<file path="src/design/dret_pkg.sv">
// ----------------------------------------------------------------------------
// dret_pkg: shared types, constants and functions of the difficulty retarget
// Widths of the wide target path, the job record and compact decoding.
// ----------------------------------------------------------------------------
package dret_pkg;

   localparam int TargetWidth = 256;
   localparam int NLimb       = (TargetWidth + 31) / 32;
   localparam int AccWidth    = NLimb * 32;
   localparam int NBytes      = AccWidth / 8;
   localparam int SizeW       = $clog2(NBytes + 2);
   localparam int LimbCntW    = $clog2(NLimb);
   localparam int DivCntW     = $clog2(AccWidth);
   localparam int TsW         = 30;
   localparam int ClampShift  = 2;
   localparam int QueueDepth  = 2;
   localparam int QPtrW       = $clog2(QueueDepth);
   localparam int QCntW       = $clog2(QueueDepth + 1);

   typedef logic [AccWidth-1:0] acc_type;

   localparam acc_type TopMask = {AccWidth{1'b1}} >> (AccWidth - TargetWidth);

   // register index, taken from paddr bit 2
   localparam logic RegTimespan = 1'b0;
   localparam logic RegLimit    = 1'b1;

   localparam logic [TsW-1:0] TimespanReset = 30'd1209600;
   localparam logic [31:0]    LimitReset    = 32'd486604799;

   typedef struct packed {
      logic [31:0] span;
      acc_type     target;
   } job_type;

   typedef struct packed {
      logic push;
      logic full;
   } q_status_type;

   // compact word to wide target, sign bit ignored
   function automatic acc_type decode_compact(logic [31:0] bits);
      logic [7:0]  size;
      logic [22:0] word;
      logic [10:0] sh;
      acc_type     t;
      size = bits[31:24];
      word = bits[22:0];
      sh   = {size - 8'd3, 3'b000};
      if (size <= 8'd3) begin
         t = AccWidth'(word >> {2'(8'd3 - size), 3'b000});
      end else begin
         t = AccWidth'(word) << sh;
      end
      return t & TopMask;
   endfunction

endpackage

</file>
<file path="src/design/dret_ifs.sv">
// ----------------------------------------------------------------------------
// dret_ifs: request and response channels of the difficulty retarget
// Valid/ready handshake, payload carried alongside.
// ----------------------------------------------------------------------------
interface dret_req_if;
   logic        valid;
   logic        ready;
   logic [31:0] last_block_time;
   logic [31:0] first_block_time;
   logic [31:0] last_compact_bits;
   modport source(output valid, last_block_time, first_block_time, last_compact_bits,
                  input ready);
   modport sink(input valid, last_block_time, first_block_time, last_compact_bits,
                output ready);
endinterface


</file>
<file path="src/design/dret_front.sv">
// ----------------------------------------------------------------------------
// dret_front: request intake
// Clamps the elapsed time and decodes the compact target into a job.
// ----------------------------------------------------------------------------
module dret_front import dret_pkg::*; (
   dret_req_if.sink       req_chan,
   input  logic [TsW-1:0] timespan,
   input  logic           q_full,
   output logic           q_push,
   output job_type        q_job
);

   logic signed [33:0] span_raw;
   logic signed [33:0] span_lo;
   logic signed [33:0] span_hi;
   logic signed [33:0] span_clamped;

   always_comb begin
      span_raw = 34'(req_chan.last_block_time) - 34'(req_chan.first_block_time);
      span_lo  = 34'(timespan >> ClampShift);
      span_hi  = 34'(timespan) <<< ClampShift;
      span_clamped = span_raw;
      if (span_clamped < span_lo) begin
         span_clamped = span_lo;
      end
      if (span_clamped > span_hi) begin
         span_clamped = span_hi;
      end
   end

   assign req_chan.ready = !q_full;
   assign q_push         = req_chan.valid && !q_full;
   assign q_job.span     = span_clamped[31:0];
   assign q_job.target   = decode_compact(req_chan.last_compact_bits);

endmodule

</file>
<file path="src/flat_wrapper.sv">
// flat-port wrapper written by rule: the top's interface ports become plain ports
module dret_front_flat import dret_pkg::*;
  (timespan, q_full, q_push, q_job, req_chan_valid, req_chan_last_block_time, req_chan_first_block_time, req_chan_last_compact_bits, req_chan_ready);
  dret_req_if req_chan_i ();
  input  logic [TsW-1:0] timespan;
  input  logic q_full;
  output logic q_push;
  output job_type q_job;
  input wire logic [$bits(req_chan_i.valid)-1:0] req_chan_valid;
  input wire logic [$bits(req_chan_i.last_block_time)-1:0] req_chan_last_block_time;
  input wire logic [$bits(req_chan_i.first_block_time)-1:0] req_chan_first_block_time;
  input wire logic [$bits(req_chan_i.last_compact_bits)-1:0] req_chan_last_compact_bits;
  output wire logic [$bits(req_chan_i.ready)-1:0] req_chan_ready;
  assign req_chan_i.valid = req_chan_valid;
  assign req_chan_i.last_block_time = req_chan_last_block_time;
  assign req_chan_i.first_block_time = req_chan_first_block_time;
  assign req_chan_i.last_compact_bits = req_chan_last_compact_bits;
  assign req_chan_ready = req_chan_i.ready;
  dret_front u_core (.req_chan(req_chan_i), .timespan(timespan), .q_full(q_full), .q_push(q_push), .q_job(q_job));
endmodule
</file>
<file path="config.mk">
export PLATFORM = sky130hd
export DESIGN_NAME = dret_front_flat
export DESIGN_NICKNAME = d
export VERILOG_FILES = /design/src/design/dret_pkg.sv /design/src/design/dret_ifs.sv /design/src/design/dret_front.sv /design/src/flat_wrapper.sv
export SDC_FILE = /design/constraint.sdc
export NUM_CORES = 1
export LEC_CHECK = 0
export BUFFER_PORTS_ARGS = -buffer_cell sky130_fd_sc_hd__buf_2
export CAP_MARGIN = 20
export CORE_AREA = 3 3 159 161
export DETAILED_ROUTE_END_ITERATION = 10
export DIE_AREA = 0 0 162 164
export RECOVER_POWER = 100
export SLEW_MARGIN = 25
export SYNTH_ARGS = -nofsm -noshare
export SYNTH_HDL_FRONTEND = slang
export SYNTH_SLANG_ARGS = --single-unit
</file>
<file path="constraint.sdc">
create_clock -name vclk -period 22.2
set_input_delay 1.11 -clock vclk [all_inputs]
set_output_delay 1.11 -clock vclk [all_outputs]
set_load 0.01 [all_outputs]
</file>
# Word level (Yosys, flattened, before mapping)
# Cells that the tools add are included.
dict set report totals {
  regBits 0
  in_bits 128
  out_inout_bits 290
  wordCells 13
}
dict set report classes {
  addsub 3
  magnitude_cmp 3
  shifts 2
  muxes 3
  reduce_logical 2
}
# operator count
set op_table {}
lappend op_table {{two-way mux 256 bit} 1}
lappend op_table {{<< shifter 23 x 11 -> 256 bit} 1}
lappend op_table {{>> shifter 23 x 5 -> 256 bit} 1}
lappend op_table {{greater-than comparator 34 x 33 -> 1 bit} 1}
lappend op_table {{< comparator 34 x 29 -> 1 bit} 1}
lappend op_table {{two-way mux 34 bit} 1}
lappend op_table {{subtractor 32 x 32 -> 33 bit} 1}
lappend op_table {{two-way mux 32 bit} 1}
lappend op_table {{less-or-equal comparator 8 x 2 -> 1 bit, second input constant} 1}
lappend op_table {{subtractor 8 x 2 -> 8 bit, second input constant} 1}
lappend op_table {{subtractor 2 bit, first input constant} 1}
lappend op_table {{logical AND 1 bit} 1}
lappend op_table {{zero test 1 bit} 1}

# Logic depth before layout (Yosys ltp)
dict set report logic_depth {
  depth_word 5
  ltp_mapped 35
  depth_no_buf 32
}

# Worst setup path after synthesis
# No wires, ideal clock.
dict set report synth_path {
  path_type {input -> output}
  from {input req_chan_last_block_time[0]}
  to {output q_job[269] (netlist name)}
  arrival_ns 7.914
  t_required_ns 21.090
  path_slack_ns 13.176
  path_stages 34
  path_buffers 4
  path_cell_list {inv_1 > ha_1 > inv_1 > fa_1 > a21o_1 > a221oi_1 > or4_1 > nand3_1 > a221oi_2 > xnor2_1 > ha_1 > o21ai_0 > a21oi_1 > nor4_1 > o21ai_0 > a21oi_1 > o21ai_0 > o221ai_1 > o2111ai_1 > nor3b_1 > ha_1 > buf_1 > clkbuf_1 > mux2_2 > ha_1 > nand4_1 > or2_2 > nor2_1 > nand2_1 > a21o_1 > a21oi_1 > clkbuf_1 > clkbuf_1 > a21oi_1}
}
# item line_no
set synth_rtl {}
lappend synth_rtl {{from (decl)} flat_wrapper.sv:10} ;# input wire logic [$bits(req_chan_i.last_block_time)-1:0] req_chan_last_block_time;
lappend synth_rtl {{to (decl)} flat_wrapper.sv:8} ;# output job_type q_job;

==> qor.yml <==
status:
  status: "complete, but fails checks"
  violations: "max-capacitance violations, max-slew violations"
detailed_routing:
  drt-wirelength-per-cell_um: 18.7
  drt-total-wl_mm: 33.5
  drtAntennaViolNets: 0
  first_pass_iters: 6
  via_per_inst: 5.29
  vias: 9458
  first_iter_violations: 895
  drc_errors: 0
critical_path:
  crit_path_start_kind: "input pin"
  cp_slowest_cell: "clkbuf_1"
  worstSetupEndpointType: "primary output"
  arrival_ns: 11.92
  path_class: "input pin to primary output"
  critPathMaxFanout: 41
  cp.required_ns: 21.09
  max_stage_delay_ns: 1.48
sta:
  min_period_ns: 13.03
  tightestPinTransition_ns: 2.09
  post-route-period-util: 0.587
  setup_tns_ns: 0
  finalSetupViolations: 0
  rsz0062_at_grt: "no"
  slew_viol_final: 136
  hold_viol_final: 0
  achievable-frequency_mhz: 76.8
  relSlewSlack: -0.391
synthesis:
  yosys_warnings: 0
  syn_area_per_cell_um2: 5.91
  synth_nets: 1318
  ys_seq_area_frac: 0
  syn_area_mm2: 0.00649
  syn_inst: 1098
  synth.distinct_cells: 67
clocking:
  cts_hold_buffers: 0
  cts_resized: 0
  cts_setup_buffers: 0
grt:
  grt_max_degree: 42
  antenna_found_initial: 4
  grt_pass1_wl_mm: 47.5
  grt_overflow: 0
  grt_pass1_vias: 8465
  grtUsageTotal: 0.222
die:
  die_w_um: 162
  core_mm2: 0.0241
  die_h_um: 164
  die_area_mm2: 0.0266
  io_pins: 418
  initial_core_util: 0.269
  rows: 57
hold_path:
  hold_end: "req_chan_ready"
  hp-start: "q_full"
  hold_depth: 3
  hold_path_class: "input pin to primary output"
placement:
  portBuffers: 417
  gp_congestion: 0.954
  place_inst: 1782
  hpwl_mm: 27.6
finish:
  fin_cells: 1788
  seq_cells: 0
  syn_to_final_growth_pct: 29.4
  fin_nets: 1680
  drive_gt1_frac: 0.128
  clkbuf_count: 0
  seq_area_um2: 0
power:
  ir_drop_uv: 17.2
  p_leak_nw: 3.60
  power_density_mw_per_mm2: 32.3
job:
  drv_cap: 4
[stage by stage]
| stage | utilization | setup WS [ns] | instance area [um2] | hold slack, ns | power (mW) |
|---|---|---|---|---|---|
| final | 0.348 | 9.17 | 8400 | 2.45 | 0.272 |
| after global placement | 0.365 | 12.06 | 8790 | 2.46 | 0.273 |
| after detailed placement | 0.365 | 12.06 | 8810 | 2.46 | 0.275 |
| after CTS | 0.365 | 12.03 | 8810 | 2.46 | 0.277 |
| after floorplan | - | 13.18 | 6490 | 2.26 | 0.182 |
| after global routing | 0.348 | 8.29 | 8390 | 2.48 | 0.300 |
[Yosys cell counts (3+ instances only)]
cell type / instances / area share
nand3_1: 18 / 0.014
nor2b_1: 6 / 0.0058
o21ai_0: 46 / 0.035
nand2b_1: 6 / 0.0058
nor4_1: 4 / 0.0039
and2_1: 4 / 0.0039
o22ai_1: 3 / 0.0029
nand4_1: 14 / 0.013
a31oi_1: 13 / 0.013
ha_1: 91 / 0.18
nand2_1: 98 / 0.057
or2_2: 3 / 0.0029
a21o_1: 23 / 0.027
o211ai_1: 4 / 0.0046
mux2_2: 31 / 0.054
nor3b_1: 3 / 0.0035
buf_1: 13 / 0.0075
xor2_1: 16 / 0.022
xnor2_1: 20 / 0.027
a211oi_1: 5 / 0.0058
a22oi_1: 30 / 0.035
buf_2: 7 / 0.0054
and3_1: 6 / 0.0058
mux2i_1: 31 / 0.048
o31ai_1: 5 / 0.0058
clkbuf_1: 43 / 0.025
a21oi_1: 110 / 0.085
o32ai_1: 7 / 0.0094
inv_1: 74 / 0.043
nor2_1: 298 / 0.17
nor3_1: 16 / 0.012
o221ai_1: 3 / 0.0041
[worst max path at each step]
stage,start,end,slack (ns),depth (start not counted)
after floorplan,req_chan_last_block_time[0],q_job[269],13.18,34
after global placement,req_chan_last_block_time[0],q_job[283],12.06,35
after detailed placement,req_chan_last_block_time[0],q_job[283],12.06,35
after CTS,req_chan_last_block_time[0],q_job[283],12.03,35
after global routing,req_chan_last_block_time[0],q_job[283],8.29,35
final,req_chan_last_block_time[0],q_job[283],9.17,35
[report_power, final]
group,leakage [nW],internal [mW],switching [mW]
clock network,0.0000380,0.0000000364,0
logic,3.60,0.0995,0.172
registers,0,0,0
[kinds of logic after synthesis]
group,Yosys count,share of synthesized area
buffers and inverters,139,0.0825
adder cells (fa/ha/maj),92,0.179
XOR/XNOR,36,0.0486
AND/OR/NAND/NOR,492,0.324
multiplexers,62,0.102
AO/OA/AOI/OAI,277,0.265
[area by class of cell]
class / count / area, um2
antenna: 6 / 15.0
fill: 2883 / 15700
inverter: 74 / 278
multi-input combinational: 959 / 5910
tap: 324 / 405
timing repair buffer: 425 / 1790
[placed cells by master, fill, tap and decap left out, types with 29 or more instances in the layout]
cell type  instances
nor2_1           300
clkbuf_1         275
buf_2            147
a21oi_1          110
nand2_1           98
ha_1              91
inv_1             74
o21ai_0           46
mux2i_1           31
a22oi_1           30
mux2_2            29
[per-layer routing]
layer  vias up  track usage  part of all wire
li1       4549            -                 -
met1      4330        0.285              0.41
met2       515        0.390              0.48
met3        64       0.0189             0.079
met4         0       0.0752             0.031
met5         -            0                 0
[worst max-delay path: cells and delay by family]
kind	cells	cell delay, ns
adder cells (fa/ha/maj)	5	1.47
AND/OR/NAND/NOR	9	1.66
AO/OA/AOI/OAI	14	4.55
buffers and inverters	6	2.95
XOR/XNOR	1	0.17
Note: power is estimated with default switching activity, not from simulation.
