## config.mk

```make
export PLATFORM = sky130hd
export DESIGN_NAME = dret_back_flat
export DESIGN_NICKNAME = d
export VERILOG_FILES = /design/src/design/dret_pkg.sv /design/src/design/dret_ifs.sv /design/src/design/dret_back.sv /design/src/flat_wrapper.sv
export SDC_FILE = /design/constraint.sdc
export NUM_CORES = 2
export LEC_CHECK = 0
export ABC_AREA = 1
export BUFFER_PORTS_ARGS = -buffer_cell sky130_fd_sc_hd__clkbuf_2
export CAP_MARGIN = 20
export CORE_MARGIN = 1
export CORE_UTILIZATION = 25
export DETAILED_ROUTE_END_ITERATION = 10
export REMOVE_ABC_BUFFERS = 1
export SETUP_SLACK_MARGIN = 0.4
export SLEW_MARGIN = 40
export SYNTH_ARGS = -nofsm -noshare
export SYNTH_HDL_FRONTEND = slang
export SYNTH_SLANG_ARGS = --single-unit
```

## constraint.sdc

```tcl
create_clock -name clock -period 40.9 [get_ports clock]
set_input_delay 8.18 -clock clock [delete_from_list [all_inputs] [get_ports clock]]
set_output_delay 8.18 -clock clock [all_outputs]
set_load 0.05 [all_outputs]
```

## src/design/dret_pkg.sv

```systemverilog
// ----------------------------------------------------------------------------
// dret_pkg: shared types, constants and functions of the difficulty retarget
// Widths of the wide target path, the job record and compact decoding.
// ----------------------------------------------------------------------------
package dret_pkg;

   localparam int TargetWidth = 256;
   localparam int NLimb       = (TargetWidth + 31) / 32;
   localparam int AccWidth    = NLimb * 32;
   localparam int NBytes      = AccWidth / 8;
   localparam int SizeW       = $clog2(NBytes + 2);
   localparam int LimbCntW    = $clog2(NLimb);
   localparam int DivCntW     = $clog2(AccWidth);
   localparam int TsW         = 30;
   localparam int ClampShift  = 2;
   localparam int QueueDepth  = 2;
   localparam int QPtrW       = $clog2(QueueDepth);
   localparam int QCntW       = $clog2(QueueDepth + 1);

   typedef logic [AccWidth-1:0] acc_type;

   localparam acc_type TopMask = {AccWidth{1'b1}} >> (AccWidth - TargetWidth);

   // register index, taken from paddr bit 2
   localparam logic RegTimespan = 1'b0;
   localparam logic RegLimit    = 1'b1;

   localparam logic [TsW-1:0] TimespanReset = 30'd1209600;
   localparam logic [31:0]    LimitReset    = 32'd486604799;

   typedef struct packed {
      logic [31:0] span;
      acc_type     target;
   } job_type;

   typedef struct packed {
      logic push;
      logic full;
   } q_status_type;

   // compact word to wide target, sign bit ignored
   function automatic acc_type decode_compact(logic [31:0] bits);
      logic [7:0]  size;
      logic [22:0] word;
      logic [10:0] sh;
      acc_type     t;
      size = bits[31:24];
      word = bits[22:0];
      sh   = {size - 8'd3, 3'b000};
      if (size <= 8'd3) begin
         t = AccWidth'(word >> {2'(8'd3 - size), 3'b000});
      end else begin
         t = AccWidth'(word) << sh;
      end
      return t & TopMask;
   endfunction

endpackage

```

## src/design/dret_ifs.sv

```systemverilog


interface dret_rsp_if;
   logic        valid;
   logic        ready;
   logic [31:0] next_compact_bits;
   modport source(output valid, next_compact_bits, input ready);
   modport sink(input valid, next_compact_bits, output ready);
endinterface

```

## src/design/dret_back.sv

```systemverilog
// ----------------------------------------------------------------------------
// dret_back: retarget engine
// Limb-serial multiply, bit-serial divide, cap and compact re-encoding.
// ----------------------------------------------------------------------------
module dret_back import dret_pkg::*; (
   input  logic           clock,
   input  logic           reset,
   input  logic           q_valid,
   input  job_type        q_job,
   output logic           q_pop,
   input  logic [TsW-1:0] timespan,
   input  logic [31:0]    limit,
   dret_rsp_if.source     rsp_chan
);

   localparam logic [2:0] S_IDLE = 3'd0;
   localparam logic [2:0] S_MUL  = 3'd1;
   localparam logic [2:0] S_DIV  = 3'd2;
   localparam logic [2:0] S_CAP  = 3'd3;
   localparam logic [2:0] S_SIZE = 3'd4;
   localparam logic [2:0] S_ENC  = 3'd5;

   logic [2:0]          state_ff, state_in;
   acc_type             acc_ff, acc_in;
   acc_type             lim_ff, lim_in;
   logic [31:0]         span_ff, span_in;
   logic [31:0]         carry_ff, carry_in;
   logic [TsW-1:0]      rem_ff, rem_in;
   logic [LimbCntW-1:0] limb_cnt_ff, limb_cnt_in;
   logic [DivCntW-1:0]  div_cnt_ff, div_cnt_in;
   logic [SizeW-1:0]    size_ff, size_in;
   logic                out_valid_ff, out_valid_in;
   logic [31:0]         out_bits_ff, out_bits_in;

   logic [63:0]         prod;
   logic [TsW:0]        trial;
   logic                ge;
   acc_type             byte_sel;
   logic [23:0]         mant;
   logic [SizeW-1:0]    size_adj;
   logic                out_free;

   assign out_free = !out_valid_ff || rsp_chan.ready;

   always_comb begin
      prod     = 64'(acc_ff[31:0]) * 64'(span_ff) + 64'(carry_ff);
      trial    = {rem_ff, acc_ff[AccWidth-1]};
      ge       = (trial >= {1'b0, timespan});
      byte_sel = acc_ff >> {size_ff - SizeW'(1), 3'b000};
      if (size_ff <= SizeW'(3)) begin
         mant = 24'(acc_ff[23:0] << {2'(SizeW'(3) - size_ff), 3'b000});
      end else begin
         mant = 24'(acc_ff >> {size_ff - SizeW'(3), 3'b000});
      end
      size_adj = size_ff;
      if (mant[23]) begin
         mant     = {8'd0, mant[23:8]};
         size_adj = size_ff + SizeW'(1);
      end
   end

   always_comb begin
      state_in     = state_ff;
      acc_in       = acc_ff;
      lim_in       = lim_ff;
      span_in      = span_ff;
      carry_in     = carry_ff;
      rem_in       = rem_ff;
      limb_cnt_in  = limb_cnt_ff;
      div_cnt_in   = div_cnt_ff;
      size_in      = size_ff;
      out_valid_in = out_valid_ff && !rsp_chan.ready;
      out_bits_in  = out_bits_ff;
      q_pop        = 1'b0;
      unique case (state_ff)
         S_IDLE: begin
            if (q_valid) begin
               q_pop       = 1'b1;
               acc_in      = q_job.target;
               span_in     = q_job.span;
               lim_in      = decode_compact(limit);
               carry_in    = '0;
               limb_cnt_in = '0;
               state_in    = S_MUL;
            end
         end
         S_MUL: begin
            acc_in      = {prod[31:0], acc_ff[AccWidth-1:32]};
            carry_in    = prod[63:32];
            limb_cnt_in = limb_cnt_ff + 1'b1;
            if (limb_cnt_ff == LimbCntW'(NLimb - 1)) begin
               acc_in     = acc_in & TopMask;
               rem_in     = '0;
               div_cnt_in = '0;
               state_in   = S_DIV;
            end
         end
         S_DIV: begin
            // zero divisor gives an all-ones quotient
            rem_in     = ge ? TsW'(trial - {1'b0, timespan}) : trial[TsW-1:0];
            acc_in     = {acc_ff[AccWidth-2:0], ge};
            div_cnt_in = div_cnt_ff + 1'b1;
            if (div_cnt_ff == DivCntW'(AccWidth - 1)) begin
               acc_in   = acc_in & TopMask;
               state_in = S_CAP;
            end
         end
         S_CAP: begin
            if (acc_ff > lim_ff) begin
               acc_in = lim_ff;
            end
            size_in  = SizeW'(NBytes);
            state_in = S_SIZE;
         end
         S_SIZE: begin
            if (size_ff != '0 && byte_sel[7:0] == 8'd0) begin
               size_in = size_ff - SizeW'(1);
            end else begin
               state_in = S_ENC;
            end
         end
         S_ENC: begin
            if (out_free) begin
               out_valid_in = 1'b1;
               out_bits_in  = {8'(size_adj), mant};
               state_in     = S_IDLE;
            end
         end
         default: begin
            state_in = S_IDLE;
         end
      endcase
   end

   always_ff @(posedge clock) begin
      if (reset) begin
         state_ff     <= S_IDLE;
         out_valid_ff <= 1'b0;
      end else begin
         state_ff     <= state_in;
         out_valid_ff <= out_valid_in;
      end
   end

   always_ff @(posedge clock) begin
      acc_ff      <= acc_in;
      lim_ff      <= lim_in;
      span_ff     <= span_in;
      carry_ff    <= carry_in;
      rem_ff      <= rem_in;
      limb_cnt_ff <= limb_cnt_in;
      div_cnt_ff  <= div_cnt_in;
      size_ff     <= size_in;
      out_bits_ff <= out_bits_in;
   end

   assign rsp_chan.valid             = out_valid_ff;
   assign rsp_chan.next_compact_bits = out_bits_ff;

endmodule

```

## src/flat_wrapper.sv

```systemverilog
// flat-port wrapper written by rule: the top's interface ports become plain ports
module dret_back_flat import dret_pkg::*;
  (clock, reset, q_valid, q_job, q_pop, timespan, limit, rsp_chan_valid, rsp_chan_next_compact_bits, rsp_chan_ready);
  dret_rsp_if rsp_chan_i ();
  input  logic clock;
  input  logic reset;
  input  logic q_valid;
  input  job_type q_job;
  output logic q_pop;
  input  logic [TsW-1:0] timespan;
  input  logic [31:0] limit;
  output wire logic [$bits(rsp_chan_i.valid)-1:0] rsp_chan_valid;
  output wire logic [$bits(rsp_chan_i.next_compact_bits)-1:0] rsp_chan_next_compact_bits;
  input wire logic [$bits(rsp_chan_i.ready)-1:0] rsp_chan_ready;
  assign rsp_chan_valid = rsp_chan_i.valid;
  assign rsp_chan_next_compact_bits = rsp_chan_i.next_compact_bits;
  assign rsp_chan_i.ready = rsp_chan_ready;
  dret_back u_core (.clock(clock), .reset(reset), .q_valid(q_valid), .q_job(q_job), .q_pop(q_pop), .timespan(timespan), .limit(limit), .rsp_chan(rsp_chan_i));
endmodule
```

Yosys cells after proc, flatten, opt, wreduce, memory -nomap -nowiden
Cells that the tools add are included.

word-level totals
  flip-flop bits (word level) = 657
  input port bits = 354
  output and inout port bits = 34
  word-level logic and storage cells = 93

cells by class
  $add $sub $neg = 10
  multiply operators = 1
  magnitude comparators = 4
  equal/unequal tests = 14
  shift-type cells = 5
  multiplexer cells = 28
  reduce and logical (&&, ||, !) cells = 19

operator list
  cell                  number
  $pmux W256 S4         1
  $mux W256             3
  $gt A256 B256 Y1      1
  $shl A23 B11 Y256     1
  $shr A23 B5 Y256      1
  $shr A256 B9 Y24      1
  $shr A256 B9 Y8       1
  $add A64 B32 Y64      1
  $mul A32 B32 Y64      1
  $pmux W32 S2          1
  $mux W30              2
  $pmux W30 S2          1
  $mux W32              1
  $ge A31 B30 Y1        1
  $sub A30 B30 Y30      1
  $mux W24              1
  $shl A24 B5 Y24       1
  $mux W3               6
  $pmux W3 S6           1
  $pmux W8 S2           1
  $mux W15              1
  $mux W6               2
  $pmux W6 S2           1
  $ne A2 B1 Y1 const B  5
  28 further kinds      44

Logic depth before layout (Yosys ltp)
  word-level depth = 6
  depth in mapped cells = 34
  gate-level depth less buffers = 32

Least setup slack after synthesis
No wires, ideal clock.

  path kind = input to output
  start point = input port q_valid
  end point = output port q_pop
  arrival time = 20.644 ns
  data required time = 32.720 ns
  setup slack = 12.076 ns
  stages on the path = 2
  path buffers = 0
  path through = inv_1 -> nor2_1

on the way
  word-level cells in the longest chain between the ends = 2

RTL lines
  what             line               RTL
  start, declared  flat_wrapper.sv:7  input logic q_valid;
  $mux W1          dret_back.sv:77    if (q_valid) begin
  $mux W1          dret_back.sv:75    unique case (state_ff)
  end, declared    flat_wrapper.sv:9  output logic q_pop;

Every way passes these cells.

Worst setup path in the final report
Ends and elaborated chain as after synthesis.

==> flow_metrics.tcl <==
set metrics [dict create \
    avgSynthCellArea_sq_um 7.70 \
    cp.required_ns 32.72 \
    grt_max_degree 149 \
    start_util 0.252 \
    first_pass_iters 7 \
    end_kind "output port" \
    r2r-start "u_core.acc_ff[7]" \
    fin_crit_ns 17.38 \
    antenna_found_initial 51 \
    layout-drive-gt1-share 0.0664 \
    ys_ff_latch 656 \
    grt_remaining_overflow 0 \
    postRouteAntennaNets 0 \
    grt_pass1_vias 71300 \
    critical_path.cell_chain "clkbuf_2 -> inv_1 -> nor2_4 -> buf_8 -> buf_16 -> clkbuf_2" \
    hold_depth 2 \
    fin_skew_ns 0.106 \
    clkSlewWorstSetupHoldPaths_ns 0.06 \
    min_from "u_core.lim_ff[71]" \
    outcome "finished, final reports clean" \
    worst_path_max_delay_cell "clkbuf_2" \
    first_iter_violations 9473 \
    h-tree-depth 3 \
    synth_cell_types 62 \
    routed-wl-met2_um 149000 \
    dr_wl_met3_um 37900 \
    worst_pin_slew_ns 1.03 \
    rows 209 \
    hold_viol 0 \
    hold_class "register to register" \
    cts_root_buf "clkbuf_16" \
    arrival_ns 9.20 \
    grtUsageTotal 0.207 \
    setup_violations 0 \
    cpMostUsedCell "clkbuf_2" \
    drc 0 \
    worstReg2RegEnd "u_core.acc_ff[255]" \
    clock_latency_ns 0.87 \
    die_y_um 574 \
    period_share 0.425 \
    hold-path-endpoint "u_core.acc_ff[71]" \
    drt-wirelength-per-cell_um 23.0 \
    wl_met1_um 137000 \
    die_w_um 574 \
    place_hpwl_um 274000 \
    syn_area_sq_um 81700 \
    synth_seq_area_share 0.241 \
    synth_edf_count 652 \
    cts_tree "yes" \
    rrSetupSlack_ns 32.24 \
    syn_to_final_growth_pct 11.4 \
    pin_count 388 \
    grt_setup_unrepaired "no" \
    relSlewSlack 0.306 \
    numCtsBuffers 89 \
    async_flop_share 0 \
    vias_per_cell 4.91 \
    dr.max_layer_used "met5" \
    crit_path_max_incr_delay_ns 0.30 \
    netlist_instances 10600 \
    gp_congestion 1.00 \
    grt_pass1_wl_um 499000 \
    die_area_sq_um 329000 \
    wl_um 347000 \
    crit_path_max_fanout 11 \
    nets 12500 \
    worst-r2r-cell-count 24 \
    cap_violations 0 \
    final_common_cell "nand2_1" \
    drv_slew 0 \
    tns_ns 0 \
    synth_ff_type "edfxtp_1" \
    final_cell_mix "nand2_1 (2835), inv_1 (2299), fa_1 (929)" \
    critical_path_class "input port to output port" \
    clock_sinks 656 \
    num_vias 74100 \
    fmax_mhz 57.5 \
    hold_buffers 0 \
    portBuffers 383 \
    cts.path.max_buffers 4 \
    placeableCoreArea_sq_um 325000 \
    post_cts_buffers 0 \
    ys_warn_count 0 \
    cts_resized 0 \
    startpoint_type "input port" \
]
==> metal layers <==
| layer | global-route usage | vias to the layer above |
|---|---|---|
| met2 | 0.312 | 3847 |
| li1 | - | 33300 |
| met5 | 0 | - |
| met4 | 0.121 | 4 |
| met3 | 0.0494 | 666 |
| met1 | 0.270 | 36300 |
==> flip-flops by register name (all words and copies together), names as in the netlist <==
name / cells
u_core.acc_ff: 256
u_core.carry_ff: 32
u_core.div_cnt_ff: 8
u_core.lim_ff: 256
u_core.limb_cnt_ff: 3
u_core.rem_ff: 30
u_core.rsp_chan.next_compact_bits: 29
u_core.rsp_chan.valid: 1
u_core.size_ff: 6
u_core.span_ff: 32
u_core.state_ff: 3
==> synth_stat cells (all sizes together) (41+ instances only) <==
| cell type | count | area share |
|---|---|---|
| nor3 | 48 | 0.0032 |
| a21oi | 516 | 0.032 |
| ha | 556 | 0.085 |
| nand2 | 2841 | 0.13 |
| fa | 929 | 0.23 |
| o21ai | 451 | 0.028 |
| o221ai | 41 | 0.0044 |
| o211ai | 44 | 0.0040 |
| clkbuf | 408 | 0.019 |
| inv | 2314 | 0.11 |
| o22ai | 94 | 0.0072 |
| edfxtp | 652 | 0.24 |
| o2111ai | 186 | 0.020 |
| nand3 | 386 | 0.024 |
| nor2 | 685 | 0.032 |
| buf | 159 | 0.010 |
==> stage by stage <==
| stage | utilization | hold slack [ns] | instances | instance area (sq um) | setup WS [ns] |
|---|---|---|---|---|---|
| 2_1_floorplan | - | 0.516 | 10000 | 79400 | 12.08 |
| 3_3_place_gp | 0.271 | 0.546 | 14900 | 87900 | 23.06 |
| 3_5_place_dp | 0.271 | 0.550 | 14900 | 88100 | 23.52 |
| 4_1_cts | 0.280 | 0.562 | 15100 | 90900 | 23.52 |
| 5_1_grt | 0.280 | 0.578 | 15100 | 91000 | 23.48 |
| 6_report | 0.280 | 0.566 | 15100 | 91000 | 23.52 |
==> cell type report <==
class	count	area, sq um
Antenna cell	29	72.6
Timing Repair Buffer	526	3140
Multi-Input combinational cell	7076	51200
Clock inverter	47	522
Sequential cell	656	19700
Tap cell	4325	5410
Fill cell	35600	234000
Inverter	2316	8720
Clock buffer	106	2290
==> worst max-delay path: cells and delay by family <==
kind          cells  cell delay (ns)
buf+inv           5             0.86
simple gates      1             0.13
==> worst max-delay path by stage <==
stage,slack [ns],startpoint,cells past startpoint,to
2_1_floorplan,12.08,q_valid,2,q_pop
3_3_place_gp,23.06,q_valid,4,q_pop
3_5_place_dp,23.52,q_valid,6,q_pop
4_1_cts,23.52,q_valid,6,q_pop
5_1_grt,23.48,q_valid,6,q_pop
6_report,23.52,q_valid,6,q_pop
==> logic make-up (layout without fill, tap and decap cells) <==
kind of cell / after synthesis / count (layout) / synth area share
adders and majority gates: 1485 / 1485 / 0.313
buffers and inverters: 2883 / 2995 / 0.135
other: 1 / 32 / 0.0000459
xor gates and xnor gates: 47 / 47 / 0.00522
AOI/OAI and AO/OA: 1502 / 1502 / 0.111
and+or+nand+nor: 4034 / 4034 / 0.195
muxes: 5 / 5 / 0.000612
DFF: 656 / 656 / 0.241
Power is left out: the tool's default activity adds up to more than one toggle a clock period on the data nets, which glitch-free logic cannot reach.
