### src/design/dret_pkg.sv
// ----------------------------------------------------------------------------
// dret_pkg: shared types, constants and functions of the difficulty retarget
// Widths of the wide target path, the job record and compact decoding.
// ----------------------------------------------------------------------------
package dret_pkg;

   localparam int TargetWidth = 256;
   localparam int NLimb       = (TargetWidth + 31) / 32;
   localparam int AccWidth    = NLimb * 32;
   localparam int NBytes      = AccWidth / 8;
   localparam int SizeW       = $clog2(NBytes + 2);
   localparam int LimbCntW    = $clog2(NLimb);
   localparam int DivCntW     = $clog2(AccWidth);
   localparam int TsW         = 30;
   localparam int ClampShift  = 2;
   localparam int QueueDepth  = 2;
   localparam int QPtrW       = $clog2(QueueDepth);
   localparam int QCntW       = $clog2(QueueDepth + 1);

   typedef logic [AccWidth-1:0] acc_type;

   localparam acc_type TopMask = {AccWidth{1'b1}} >> (AccWidth - TargetWidth);

   // register index, taken from paddr bit 2
   localparam logic RegTimespan = 1'b0;
   localparam logic RegLimit    = 1'b1;

   localparam logic [TsW-1:0] TimespanReset = 30'd1209600;
   localparam logic [31:0]    LimitReset    = 32'd486604799;

   typedef struct packed {
      logic [31:0] span;
      acc_type     target;
   } job_type;

   typedef struct packed {
      logic push;
      logic full;
   } q_status_type;

   // compact word to wide target, sign bit ignored
   function automatic acc_type decode_compact(logic [31:0] bits);
      logic [7:0]  size;
      logic [22:0] word;
      logic [10:0] sh;
      acc_type     t;
      size = bits[31:24];
      word = bits[22:0];
      sh   = {size - 8'd3, 3'b000};
      if (size <= 8'd3) begin
         t = AccWidth'(word >> {2'(8'd3 - size), 3'b000});
      end else begin
         t = AccWidth'(word) << sh;
      end
      return t & TopMask;
   endfunction

endpackage

### src/design/dret_queue.sv
// ----------------------------------------------------------------------------
// dret_queue: job queue
// Short register queue between intake and the arithmetic engine.
// ----------------------------------------------------------------------------
module dret_queue import dret_pkg::*; (
   input  logic    clock,
   input  logic    reset,
   input  logic    push,
   input  job_type push_job,
   output logic    full,
   input  logic    pop,
   output logic    not_empty,
   output job_type pop_job
);

   job_type          slot_ff [QueueDepth];
   logic [QPtrW-1:0] wr_ptr_ff, wr_ptr_in;
   logic [QPtrW-1:0] rd_ptr_ff, rd_ptr_in;
   logic [QCntW-1:0] cnt_ff, cnt_in;

   assign full      = (cnt_ff == QCntW'(QueueDepth));
   assign not_empty = (cnt_ff != '0);
   assign pop_job   = slot_ff[rd_ptr_ff];

   always_comb begin
      wr_ptr_in = wr_ptr_ff;
      rd_ptr_in = rd_ptr_ff;
      cnt_in    = cnt_ff;
      if (push) begin
         wr_ptr_in = (wr_ptr_ff == QPtrW'(QueueDepth - 1)) ? '0 : wr_ptr_ff + 1'b1;
      end
      if (pop) begin
         rd_ptr_in = (rd_ptr_ff == QPtrW'(QueueDepth - 1)) ? '0 : rd_ptr_ff + 1'b1;
      end
      if (push && !pop) begin
         cnt_in = cnt_ff + 1'b1;
      end else if (pop && !push) begin
         cnt_in = cnt_ff - 1'b1;
      end
   end

   always_ff @(posedge clock) begin
      if (reset) begin
         wr_ptr_ff <= '0;
         rd_ptr_ff <= '0;
         cnt_ff    <= '0;
      end else begin
         wr_ptr_ff <= wr_ptr_in;
         rd_ptr_ff <= rd_ptr_in;
         cnt_ff    <= cnt_in;
      end
   end

   always_ff @(posedge clock) begin
      if (push) begin
         slot_ff[wr_ptr_ff] <= push_job;
      end
   end

endmodule

### config.mk
export PLATFORM = sky130hd
export DESIGN_NAME = dret_queue
export DESIGN_NICKNAME = d
export VERILOG_FILES = /design/src/design/dret_pkg.sv /design/src/design/dret_queue.sv
export SDC_FILE = /design/constraint.sdc
export NUM_CORES = 1
export LEC_CHECK = 0
export BUFFER_PORTS_ARGS = -buffer_cell sky130_fd_sc_hd__buf_2
export CORE_MARGIN = 3
export CORE_UTILIZATION = 31
export CTS_CLUSTER_SIZE = 14
export DETAILED_ROUTE_END_ITERATION = 16
export PLACE_DENSITY_LB_ADDON = 0.3
export SLEW_MARGIN = 20
export SYNTH_ARGS = -nofsm -noshare
export SYNTH_HDL_FRONTEND = slang
export SYNTH_SLANG_ARGS = --single-unit
### constraint.sdc
create_clock -name clock -period 37.7 [get_ports clock]
set_input_delay 5.655 -clock clock [delete_from_list [all_inputs] [get_ports clock]]
set_output_delay 5.655 -clock clock [all_outputs]
set_load 0.05 [all_outputs]
Yosys cells after proc, flatten, opt, wreduce, memory -nomap -nowiden
Memories as Yosys holds them, arrays and structs flattened. A register that Yosys moved wholly into a read port is not among the register bits.
Index checks and enable logic that the tools add are counted.
- add/subtract/negate cells: 4
- $lt $le $gt $ge: 0
- divide/modulo/power cells: 0
- reduce and logical (&&, ||, !) cells: 6
- eq/ne operators: 1
- bitwise logic cells: 0
- $mul: 0
- shift-type cells: 0
- muxes and demuxes: 8
- operators with widths (kind ; number):
    $mux 1 ; 6
    $mux 2 ; 2
    $reduce_bool 2->1 ; 2
    $add 1x1->1 const B ; 2
    $add 2x1->2 const B ; 1
    $eq 2x2->1 const B ; 1
    $logic_and 1x1->1 ; 2
    $logic_not 1->1 ; 2
    $sub 2x1->2 const B ; 1
- word-level logic and storage cells: 23
- output and inout bits: 290
- ROM bits: 0
- input bits: 292
- memory bits (writable): 576
- latch bits: 0
- memories: 1
- register bits after elaboration: 4
- memories (memory ; words ; width ; rd ports ; clocked after Yosys merged registers in ; wr ports ; RTL line ; text):
    slot_ff ; 2 ; 288 ; 1 ; 1 ; 1 ; dret_queue.sv:16 ; job_type slot_ff [QueueDepth];

Depth between registers and ports, before layout
Gate-level depths: netlist of run 1.
- word-level depth: 4
- depth in mapped cells: 5
- mapped depth without buffers: 5

Least setup slack after synthesis of run 1
OpenSTA, ideal clock, no wires.
- kind: input -> register
- start: in push
- end: mem slot_ff[0][0] (netlist name), enable pin
- setup slack: 18.685 ns
- data required time: 36.723 ns
- buffers on the path: 0
- stages: 1
- setup time: 0.977 ns
- data arrival time: 18.037 ns
- cells stage by stage: nor2b_1
- longest elaborated chain between the ends: 2
- RTL lines (item ; RTL line ; text):
    from (decl) ; dret_queue.sv:8 ; input logic push,
    $mux 1 ; dret_queue.sv:55 ; if (push) begin
    $mux 1 (implied by the code) ; dret_queue.sv:56 ; slot_ff[wr_ptr_ff] <= push_job;
    to (decl) ; dret_queue.sv:16 ;
Every way passes these cells.

==> results of run 1 <==
[registers in the layout (all words and copies together), names as in the netlist, named ones only]
name / cells
rd_ptr_ff: 1
slot_ff: 576
cnt_ff: 2
wr_ptr_ff: 1
[worst paths after layout]
path,endpoint,start,cells past startpoint
worst max-delay path,pop_job[273],register,4
worst min-delay path,register,rd_ptr_ff,2
worst max register to register,slot_ff[1][143],wr_ptr_ff,3
worst min register to register,register,rd_ptr_ff,2
[synthesized netlist by cell type, drive strengths merged]
master and number:
nor2b 2, xor2 2, and2 1, inv 1
or3 1, a21oi 1, buf 32, ha 1
edfxtp 576, nor2 4, o21ai 1, mux2 288
dfxtp 5, or2 1, xnor2 2
[worst max-delay path, stage by stage, from the launching register on]
cell and delay, ns:
dfxtp_4 0.85, buf_12 0.72, buf_4 0.96, mux2_2 0.42, buf_2 0.21
[where the power goes]
part,internal (mW),leakage (nW),switching [mW]
Combinational,0.0844,4.23,0.194
Sequential,0.755,5.45,0.0114
Clock,0.327,0.915,0.233
Total,1.17,10.6,0.438
[routing by layer]
metal	part of all wire	vias to the layer above	track usage
li1	-	4937	-
met1	0.38	5366	0.142
met2	0.51	398	0.221
met3	0.088	90	0.0482
met4	0.028	8	0.0408
met5	0.00096	-	0
[per-stage QoR]
step	cells	area, um^2	power, mW	worst slack [ns]
6_report	2526	27600	1.60	28.09
3_3_place_gp	2408	25700	1.06	28.64
4_1_cts	2517	27600	1.63	27.96
5_1_grt	2521	27600	1.66	27.84
2_1_floorplan	918	21800	1.01	18.69
3_5_place_dp	2408	25700	1.06	28.61
[area by class of cell]
cell class | count | area share
clock buffer | 69 | 0.0564
antenna | 9 | 0.000817
timing repair buffer | 591 | 0.109
clock inverter | 40 | 0.0112
inverter | 1 | 0.000136
sequential | 581 | 0.631
tap | 931 | 0.0422
multi-input combinational | 304 | 0.149
[cells by family (layout without fill, tap and decap cells)]
group,count (synthesis),after routing,share of synthesized area
buf+inv,33,701,0.0150
simple gates,9,9,0.00212
other cells,0,9,0
fa+ha+maj,1,1,0.000573
mux,288,288,0.183
compound gates,2,2,0.000458
xor+xnor,4,4,0.00161
flops,581,581,0.797
==> Flow_metrics.wiki, run 1 <==
{| class="wikitable"
! Metric !! Value
|-
| Most common cell after layout, fill and taps aside || buf_2
|-
| Final GP Congestion || 0.774
|-
| Post-DRT Antenna Nets || 0
|-
| Via count normalized by instance count || 4.28
|-
| Layout filler cell count || 6,406
|-
| Post-route worst hold slack || 0.527 ns
|-
| Via total after detailed routing || 10,800
|-
| Buffer depth of the longest clock path || 3
|-
| Status || completed
|-
| Final Hold Vio Count || 0
|-
| Global-route congestion overflow total || 0
|-
| Post-Route Skew || 0.0111 ns
|-
| Detailed-routing iteration count for the pre-antenna-repair pass || 6
|-
| Via count of the first global-routing pass || 11,700
|-
| Register-to-Register Setup Slack || 34.27 ns
|-
| Critical Path AT || 3.95 ns
|-
| Cell variety after synth || 17
|-
| Starting density of the core || 0.315
|-
| Post-CTS Setup Bufs || 0
|-
| Wire length of the first global-routing pass || 71.6 mm
|-
| Max rail drop VDD || 0.0353 mV
|-
| Pin count of the biggest net entering global routing || 156
|-
| Largest cells by area after synthesis || edfxtp_1 79%, mux2_4 14%, mux2_2 4.5%
|-
| Multi-input combinational cell area || 4110 um^2
|-
| Global-route usage over all layers || 0.126
|-
| Syn nets || 1,211
|-
| CTS hold repair buffers || 0
|-
| Share of the yosys chip area belonging to registers || 0.797
|-
| Number of nets in the final layout || 1,831
|-
| Antenna violations before repair || 12
|-
| Count of cells resized by post-cts repair || 0
|-
| Synthesized instance count || 918
|-
| Total Negative Setup Slacks || 0 ns
|-
| Top library cells by usage in the layout, fill and taps aside || 581 x buf_2, 576 x edfxtp_1, 200 x mux2_4
|-
| Required time at the worst-slack endpoint || 32.04 ns
|-
| CTS tree || done
|-
| Insertion delay of the later-clocked pin in the worst-skew pair || 0.58 ns
|-
| Number of synthesized register bits || 581
|-
| Mapped Avg Cell Area || 23.8 um^2
|-
| Final number of max-transition violations || 0
|-
| TritonCTS Buffers || 59
|-
| Post-Syn Area || 21,800 um^2
|-
| Transition time at the pin with the least slew margin || 1.19 ns
|-
| Category of the worst setup path launch point || register
|-
| Number of sinks handled by clock tree synthesis || 581
|-
| Area grow syn2layout || 26.4%
|-
| Die area || 73,600 um^2
|-
| Area taken by flip-flops and latches || 17,400 um^2
|-
| Row Count || 96
|-
| Detailed-placement wirelength estimate || 33.1 mm
|-
| Critical Path Sink Type || primary output
|-
| Highest net fanout along the worst path || 126
|-
| Lkg Pwr || 10.6 nW
|-
| CTS Root Buffer Type || clkbuf_16
|-
| Number of endpoints failing setup at the final stage || 0
|-
| Drt total wl || 48.7 mm
|-
| Depth of the CTS H-tree || 2
|-
| Count of buffers inserted at the top-level ports || 581
|-
| Width of the die || 271 um
|-
| Fraction of layout cells with a size suffix above 1 || 0.608
|-
| RSZ-0062 raised after global routing || no
|-
| Total of max-cap violations || 0
|-
| Number of ports placed on the die boundary || 582
|-
| Area of the core || 69,200 um^2
|-
| Register clock-pin slew on the reported worst setup and hold paths || 0.06 ns
|-
| Classification of the worst setup path || reg2out
|-
| Fraction of synthesized cell area taken by the top area cell type || 0.793
|-
| Post-route DRC || 0
|-
| Leading area contributor after synthesis || edfxtp_1
|-
| Maximum frequency from static timing analysis || 0.104 GHz
|-
| Path type of the worst min-delay path || reg2reg
|-
| Post-layout min period || 9.61 ns
|-
| Number of DRC violations after detailed-routing iteration 0 || 646
|-
| Worst max-slew margin expressed relative to the limit || 0.203
|-
| Ys Warns || 0
|-
| Height of the die || 271 um
|-
| Routed length per placed instance || 19.3 um
|-
| Final cell utilization of the core || 0.399
|-
| Final worst path period share || 0.255
|-
| Pwr per Cell Area || 58.2 nW/um^2
|}
(Power assumes the default switching activity.)
==> run 2: changes to the inputs <==
Clock period 37.7 ns to 7.83 ns, I/O delays scaled along.
==> Flow_metrics.wiki, run 2 (synthesis gave the netlist of run 1 again) <==
{| class="wikitable"
! Metric !! Value
|-
| Status || completed
|-
| Post-Route Skew || 0.0135 ns
|-
| Required time at the worst-slack endpoint || 6.66 ns
|-
| Fraction of layout cells with a size suffix above 1 || 0.608
|-
| TritonCTS Buffers || 59
|-
| Number of flip-flops in the largest register || 576
|-
| Height of the die || 271 um
|-
| Starting density of the core || 0.315
|-
| Path type of the worst min-delay path || reg2reg
|-
| Antenna violations before repair || 16
|-
| Pin count of the biggest net entering global routing || 173
|-
| Buffer depth of the longest clock path || 3
|-
| Via total after detailed routing || 10,700
|-
| Routed length per placed instance || 19.1 um
|-
| Count of buffers inserted at the top-level ports || 581
|-
| Final number of max-transition violations || 0
|-
| Detailed-placement wirelength estimate || 32.3 mm
|-
| Highest net fanout along the worst path || 133
|-
| Maximum frequency from static timing analysis || 0.241 GHz
|-
| Width of the die || 271 um
|-
| Leading registers by flop count || slot_ff x576, cnt_ff x2
|-
| Instance area after placement || 25,700 um^2
|-
| Instance count on the critical path || 3
|-
| Number of nets in the final layout || 1,829
|-
| Most common cell after layout, fill and taps aside || buf_2
|-
| Switching share of total power || 0.276
|-
| Post-CTS Setup Bufs || 0
|-
| Final worst path period share || 0.529
|-
| Post-route worst hold slack || 0.502 ns
|-
| Detailed-routing iteration count for the pre-antenna-repair pass || 4
|-
| Area of the core || 69,200 um^2
|-
| Top library cells by usage in the layout, fill and taps aside || 581 x buf_2, 576 x edfxtp_1, 200 x mux2_4
|-
| Post-route DRC || 0
|-
| RSZ-0062 raised after global routing || no
|-
| Transition time at the pin with the least slew margin || 1.23 ns
|-
| Post-layout min period || 4.14 ns
|-
| Placed insts || 2,406
|-
| Pwr per Cell Area || 278 nW/um^2
|-
| Combinational Power Share || 0.175
|-
| Crit Reg-Reg Startpoint || wr_ptr_ff
|-
| Reg-to-reg critical path endpoint || slot_ff[0][39]
|-
| Number of DRC violations after detailed-routing iteration 0 || 586
|-
| Worst max-slew margin expressed relative to the limit || 0.180
|-
| Category of the worst setup path launch point || register
|-
| Final Hold Vio Count || 0
|-
| Lkg Pwr || 10.6 nW
|-
| Wire length of the first global-routing pass || 70.2 mm
|-
| CTS tree || done
|-
| Layout filler cell count || 6,387
|-
| Final cell utilization of the core || 0.398
|-
| Register share of total power || 0.481
|-
| Classification of the worst setup path || reg2out
|-
| Worst stage delay on the critical path || 0.78 ns
|-
| Number of ports placed on the die boundary || 582
|-
| Count of non-filler cells in the finished layout || 2,526
|-
| CTS hold repair buffers || 0
|-
| Global-route congestion overflow total || 0
|-
| Row Count || 96
|-
| Post-DRT Antenna Nets || 0
|-
| Total Negative Setup Slacks || 0 ns
|-
| Register-to-Register Setup Slack || 5.07 ns
|-
| Max rail drop VDD || 0.186 mV
|-
| Global-route usage over all layers || 0.125
|-
| Via count of the first global-routing pass || 11,400
|-
| Drt total wl || 48.3 mm
|-
| Cell at the slowest stage of the critical path || dfxtp_4
|-
| Register-to-Register Path Depth || 3
|-
| Crit path to || pop_job[248]
|-
| Area grow syn2layout || 26.2%
|-
| Clock share of power || 0.344
|-
| CP delay by family, top || flip-flops
|-
| Number of sinks handled by clock tree synthesis || 581
|-
| Total of max-cap violations || 0
|-
| Die area || 73,600 um^2
|-
| Number of buffers and inverters on the critical path || 2
|-
| Depth of the CTS H-tree || 2
|-
| Insertion delay of the later-clocked pin in the worst-skew pair || 0.59 ns
|-
| Cell Int Power || 5.55 mW
|-
| Register clock-pin slew on the reported worst setup and hold paths || 0.06 ns
|-
| Via count normalized by instance count || 4.25
|-
| CTS Root Buffer Type || clkbuf_16
|-
| Critical Path Sink Type || primary output
|-
| CP Cell Sequence || buf_12 > mux2_2 > buf_2
|-
| Net switching power figure || 2.11 mW
|-
| Register with the highest flop count || slot_ff
|-
| Number of endpoints failing setup at the final stage || 0
|-
| Critical Path AT || 2.97 ns
|-
| Final GP Congestion || 0.799
|-
| Count of cells resized by post-cts repair || 0
|-
| Layout Cell Area excl Fill || 27,500 um^2
|}
## run 2: changes by cell type in the layout (fill, tap and decap cells not counted), sizes merged
cell,before,now
buf,591,589
bufinv,5,2
clkbuf,69,78
clkinv,32,27
diode,9,10
## run 2: per-layer routing
metal  wire length, um  GRT usage  share of wire
met1             17700      0.138           0.37
met4              1320     0.0449          0.027
met5                79          0         0.0016
met2             24100      0.214           0.50
met3              5050     0.0536           0.10
## run 2: final cells by class
class                      instances  area, um^2  share of cell area
sequential                       581       17400               0.632
tap                              931        1160              0.0423
timing repair buffer             589        3020               0.110
inverter                           1        3.75            0.000136
clock buffer                      78        1610              0.0585
clock inverter                    32         203             0.00736
antenna                           10        25.0            0.000909
multi-input combinational        304        4110               0.149
## run 2: worst min-delay path by stage
stage,start,endpoint,slack [ns],cells past startpoint
5_1_grt,cnt_ff[1],cnt_ff[1],0.52,2
3_3_place_gp,cnt_ff[1],cnt_ff[1],0.48,2
3_5_place_dp,cnt_ff[1],cnt_ff[1],0.49,2
2_1_floorplan,cnt_ff[1],cnt_ff[1],0.46,2
4_1_cts,cnt_ff[1],cnt_ff[1],0.51,2
6_report,cnt_ff[1],cnt_ff[1],0.50,2
## run 2: metrics by stage
step | power [mW] | setup WS, ns
3_3_place_gp | 5.09 | 4.17
6_report | 7.66 | 3.69
4_1_cts | 7.78 | 3.63
3_5_place_dp | 5.11 | 4.14
2_1_floorplan | 4.79 | 1.92
5_1_grt | 7.97 | 3.56
## run 2: worst reg2reg max path, cell delays in order (launching register included)
cell and delay (ns):
dfxtp_1 0.36, nor2b_4 0.15, buf_12 0.70, buf_4 1.09
## run 2: power by group through the flow
stage / Sequential (mW) / Clock, mW / Combinational [mW]
floorplan: 3.75 / 0 / 1.04
global placement: 3.75 / 0 / 1.35
detailed placement: 3.76 / 0 / 1.35
CTS: 3.69 / 2.74 / 1.36
global route: 3.70 / 2.87 / 1.40
finish: 3.69 / 2.64 / 1.34
==> run 3: changes to the inputs <==
Clock period 7.83 ns to 3.4 ns, I/O delays scaled along.
==> Flow_metrics.wiki, run 3 (synthesis gave the netlist of run 1 again) <==
{| class="wikitable"
! Metric !! Value
|-
| Number of nets in the final layout || 1,853
|-
| Final worst path period share || 0.833
|-
| Register-to-Register Path Depth || 2
|-
| Highest net fanout along the worst path || 79
|-
| Detailed-routing iteration count for the pre-antenna-repair pass || 4
|-
| Post-Route Skew || 0.0143 ns
|-
| CP Cell Sequence || buf_12 > mux2_4 > buf_2
|-
| Reg-to-reg critical path endpoint || slot_ff[0][236]
|-
| Register clock-pin slew on the reported worst setup and hold paths || 0.06 ns
|-
| Post-layout min period || 2.83 ns
|-
| Register-to-Register Setup Slack || 1.70 ns
|-
| TritonCTS Buffers || 66
|-
| Pre-CTS setup slack || 1.18 ns
|-
| Register share of total power || 0.456
|-
| Row Count || 96
|-
| Clock share of power || 0.375
|-
| Detailed-placement wirelength estimate || 33.6 mm
|-
| Classification of the worst setup path || reg2out
|-
| Startpoint of the lowest-slack hold path || push_job[274]
|-
| Leading registers by flop count || slot_ff x576, cnt_ff x2
|-
| Count of cells resized by post-cts repair || 0
|-
| Wire length of the first global-routing pass || 71.0 mm
|-
| Starting density of the core || 0.315
|-
| Die area || 73,600 um^2
|-
| Antenna violations before repair || 12
|-
| Status || completed
|-
| Net switching power figure || 5.11 mW
|-
| CTS hold repair buffers || 0
|-
| Post-DRT Antenna Nets || 0
|-
| Combinational Power Share || 0.169
|-
| Count of non-filler cells in the finished layout || 2,550
|-
| Required time at the worst-slack endpoint || 2.89 ns
|-
| Final GP Congestion || 0.769
|-
| Cell Int Power || 13.5 mW
|-
| Number of endpoints failing setup at the final stage || 0
|-
| Post-route worst hold slack || 0.100 ns
|-
| Most common cell after layout, fill and taps aside || buf_2
|-
| End point of the most critical hold path || slot_ff[0][274]
|-
| Global-route usage over all layers || 0.127
|-
| Worst max-slew margin expressed relative to the limit || 0.311
|-
| CP delay by family, top || buffers and inverters
|-
| Count of cells along the worst hold path || 1
|-
| Drt total wl || 48.6 mm
|-
| Buffer depth of the longest clock path || 3
|-
| Top library cells by usage in the layout, fill and taps aside || 581 x buf_2, 576 x edfxtp_1, 200 x mux2_4
|-
| Lkg Pwr || 10.8 nW
|-
| Fraction of layout cells with a size suffix above 1 || 0.617
|-
| Pin count of the biggest net entering global routing || 143
|-
| Area grow syn2layout || 28.6%
|-
| Placed insts || 2,423
|-
| Area of the core || 69,200 um^2
|-
| Via count normalized by instance count || 4.27
|-
| Transition time at the pin with the least slew margin || 1.03 ns
|-
| Depth of the CTS H-tree || 3
|-
| Max rail drop VDD || 0.391 mV
|-
| CTS tree || done
|-
| Number of ports placed on the die boundary || 582
|-
| Post-route DRC || 0
|-
| Path type of the worst min-delay path || in2reg
|-
| Count of buffers inserted at the top-level ports || 581
|-
| Pwr per Cell Area || 662 nW/um^2
|-
| Global-route congestion overflow total || 0
|-
| Number of DRC violations after detailed-routing iteration 0 || 599
|-
| Via count of the first global-routing pass || 11,500
|-
| Cell at the slowest stage of the critical path || dfxtp_4
|-
| Height of the die || 271 um
|-
| Final cell utilization of the core || 0.406
|-
| Critical Path AT || 2.32 ns
|-
| Number of sinks handled by clock tree synthesis || 581
|-
| Number of buffers and inverters on the critical path || 2
|-
| Total of max-cap violations || 0
|-
| Final Hold Vio Count || 0
|-
| Register with the highest flop count || slot_ff
|-
| Routed length per placed instance || 19.1 um
|-
| Switching share of total power || 0.275
|-
| Number of flip-flops in the largest register || 576
|-
| RSZ-0062 raised after global routing || no
|-
| Worst stage delay on the critical path || 0.51 ns
|-
| Final number of max-transition violations || 0
|-
| Post-CTS Setup Bufs || 0
|-
| Category of the worst setup path launch point || register
|-
| Critical Path Sink Type || primary output
|-
| Crit Reg-Reg Startpoint || wr_ptr_ff
|-
| Via total after detailed routing || 10,900
|-
| Maximum frequency from static timing analysis || 0.353 GHz
|-
| Width of the die || 271 um
|-
| Insertion delay of the later-clocked pin in the worst-skew pair || 0.58 ns
|-
| Worst Setup Slack, final || 0.567 ns
|-
| CTS Root Buffer Type || clkbuf_16
|}
run 3: final cells by class:
type / instances / area [um^2]
diodes: 9 / 22.5
clock buffers: 78 / 1720
clock inverters: 40 / 432
repair buffers: 606 / 3220
fillers: 6328 / 41100
flip-flops and latches: 581 / 17400
well taps: 931 / 1160
multi-input cells: 304 / 4110
inverters: 1 / 3.75
run 3: metrics by stage:
step | total power [mW] | TNS, ns | instance area [um^2]
2_1_floorplan | 11.0 | -848.77 | 21800
3_3_place_gp | 11.8 | 0 | 25900
3_5_place_dp | 11.8 | 0 | 25900
4_1_cts | 18.9 | 0 | 28000
5_1_grt | 19.3 | 0 | 28100
6_report | 18.6 | 0 | 28100
run 3: worst reg2reg max path, delay by kind of cell (launching register included):
kind                   cells  cell delay (ns)
buffers and inverters      1             0.46
DFF                        1             0.35
and+or+nand+nor            1             0.15
run 3: how the worst max path moves through the flow:
stage                         from       endpoint  slack (ns)  depth (start not counted)
after floorplan               push  slot_ff[0][0]       -1.85                          1
after global placement    register    pop_job[46]        1.18                          4
after detailed placement  register    pop_job[27]        1.18                          4
after CTS                 register    pop_job[27]        0.51                          4
after global routing      register   pop_job[285]        0.45                          4
final                     register   pop_job[122]        0.57                          3
run 3: routing by layer:
layer  vias up  part of all wire  global-route usage  wire length [um]
li1       4978                 -                   -                 -
met1      5408              0.36               0.137             17700
met2       421              0.51               0.219             24800
met3        81              0.10              0.0582              4910
met4         8             0.024              0.0428              1170
met5         -           0.00093                   0                45
run 3: power by group through the flow:
stage                     sequential (mW)  clock (mW)  combinational, mW
after floorplan                      8.65           0               2.39
after detailed placement             8.63           0               3.18
after global routing                 8.51        7.53               3.28
after CTS                            8.48        7.23               3.19
after global placement               8.61           0               3.16
final                                8.48        6.96               3.13
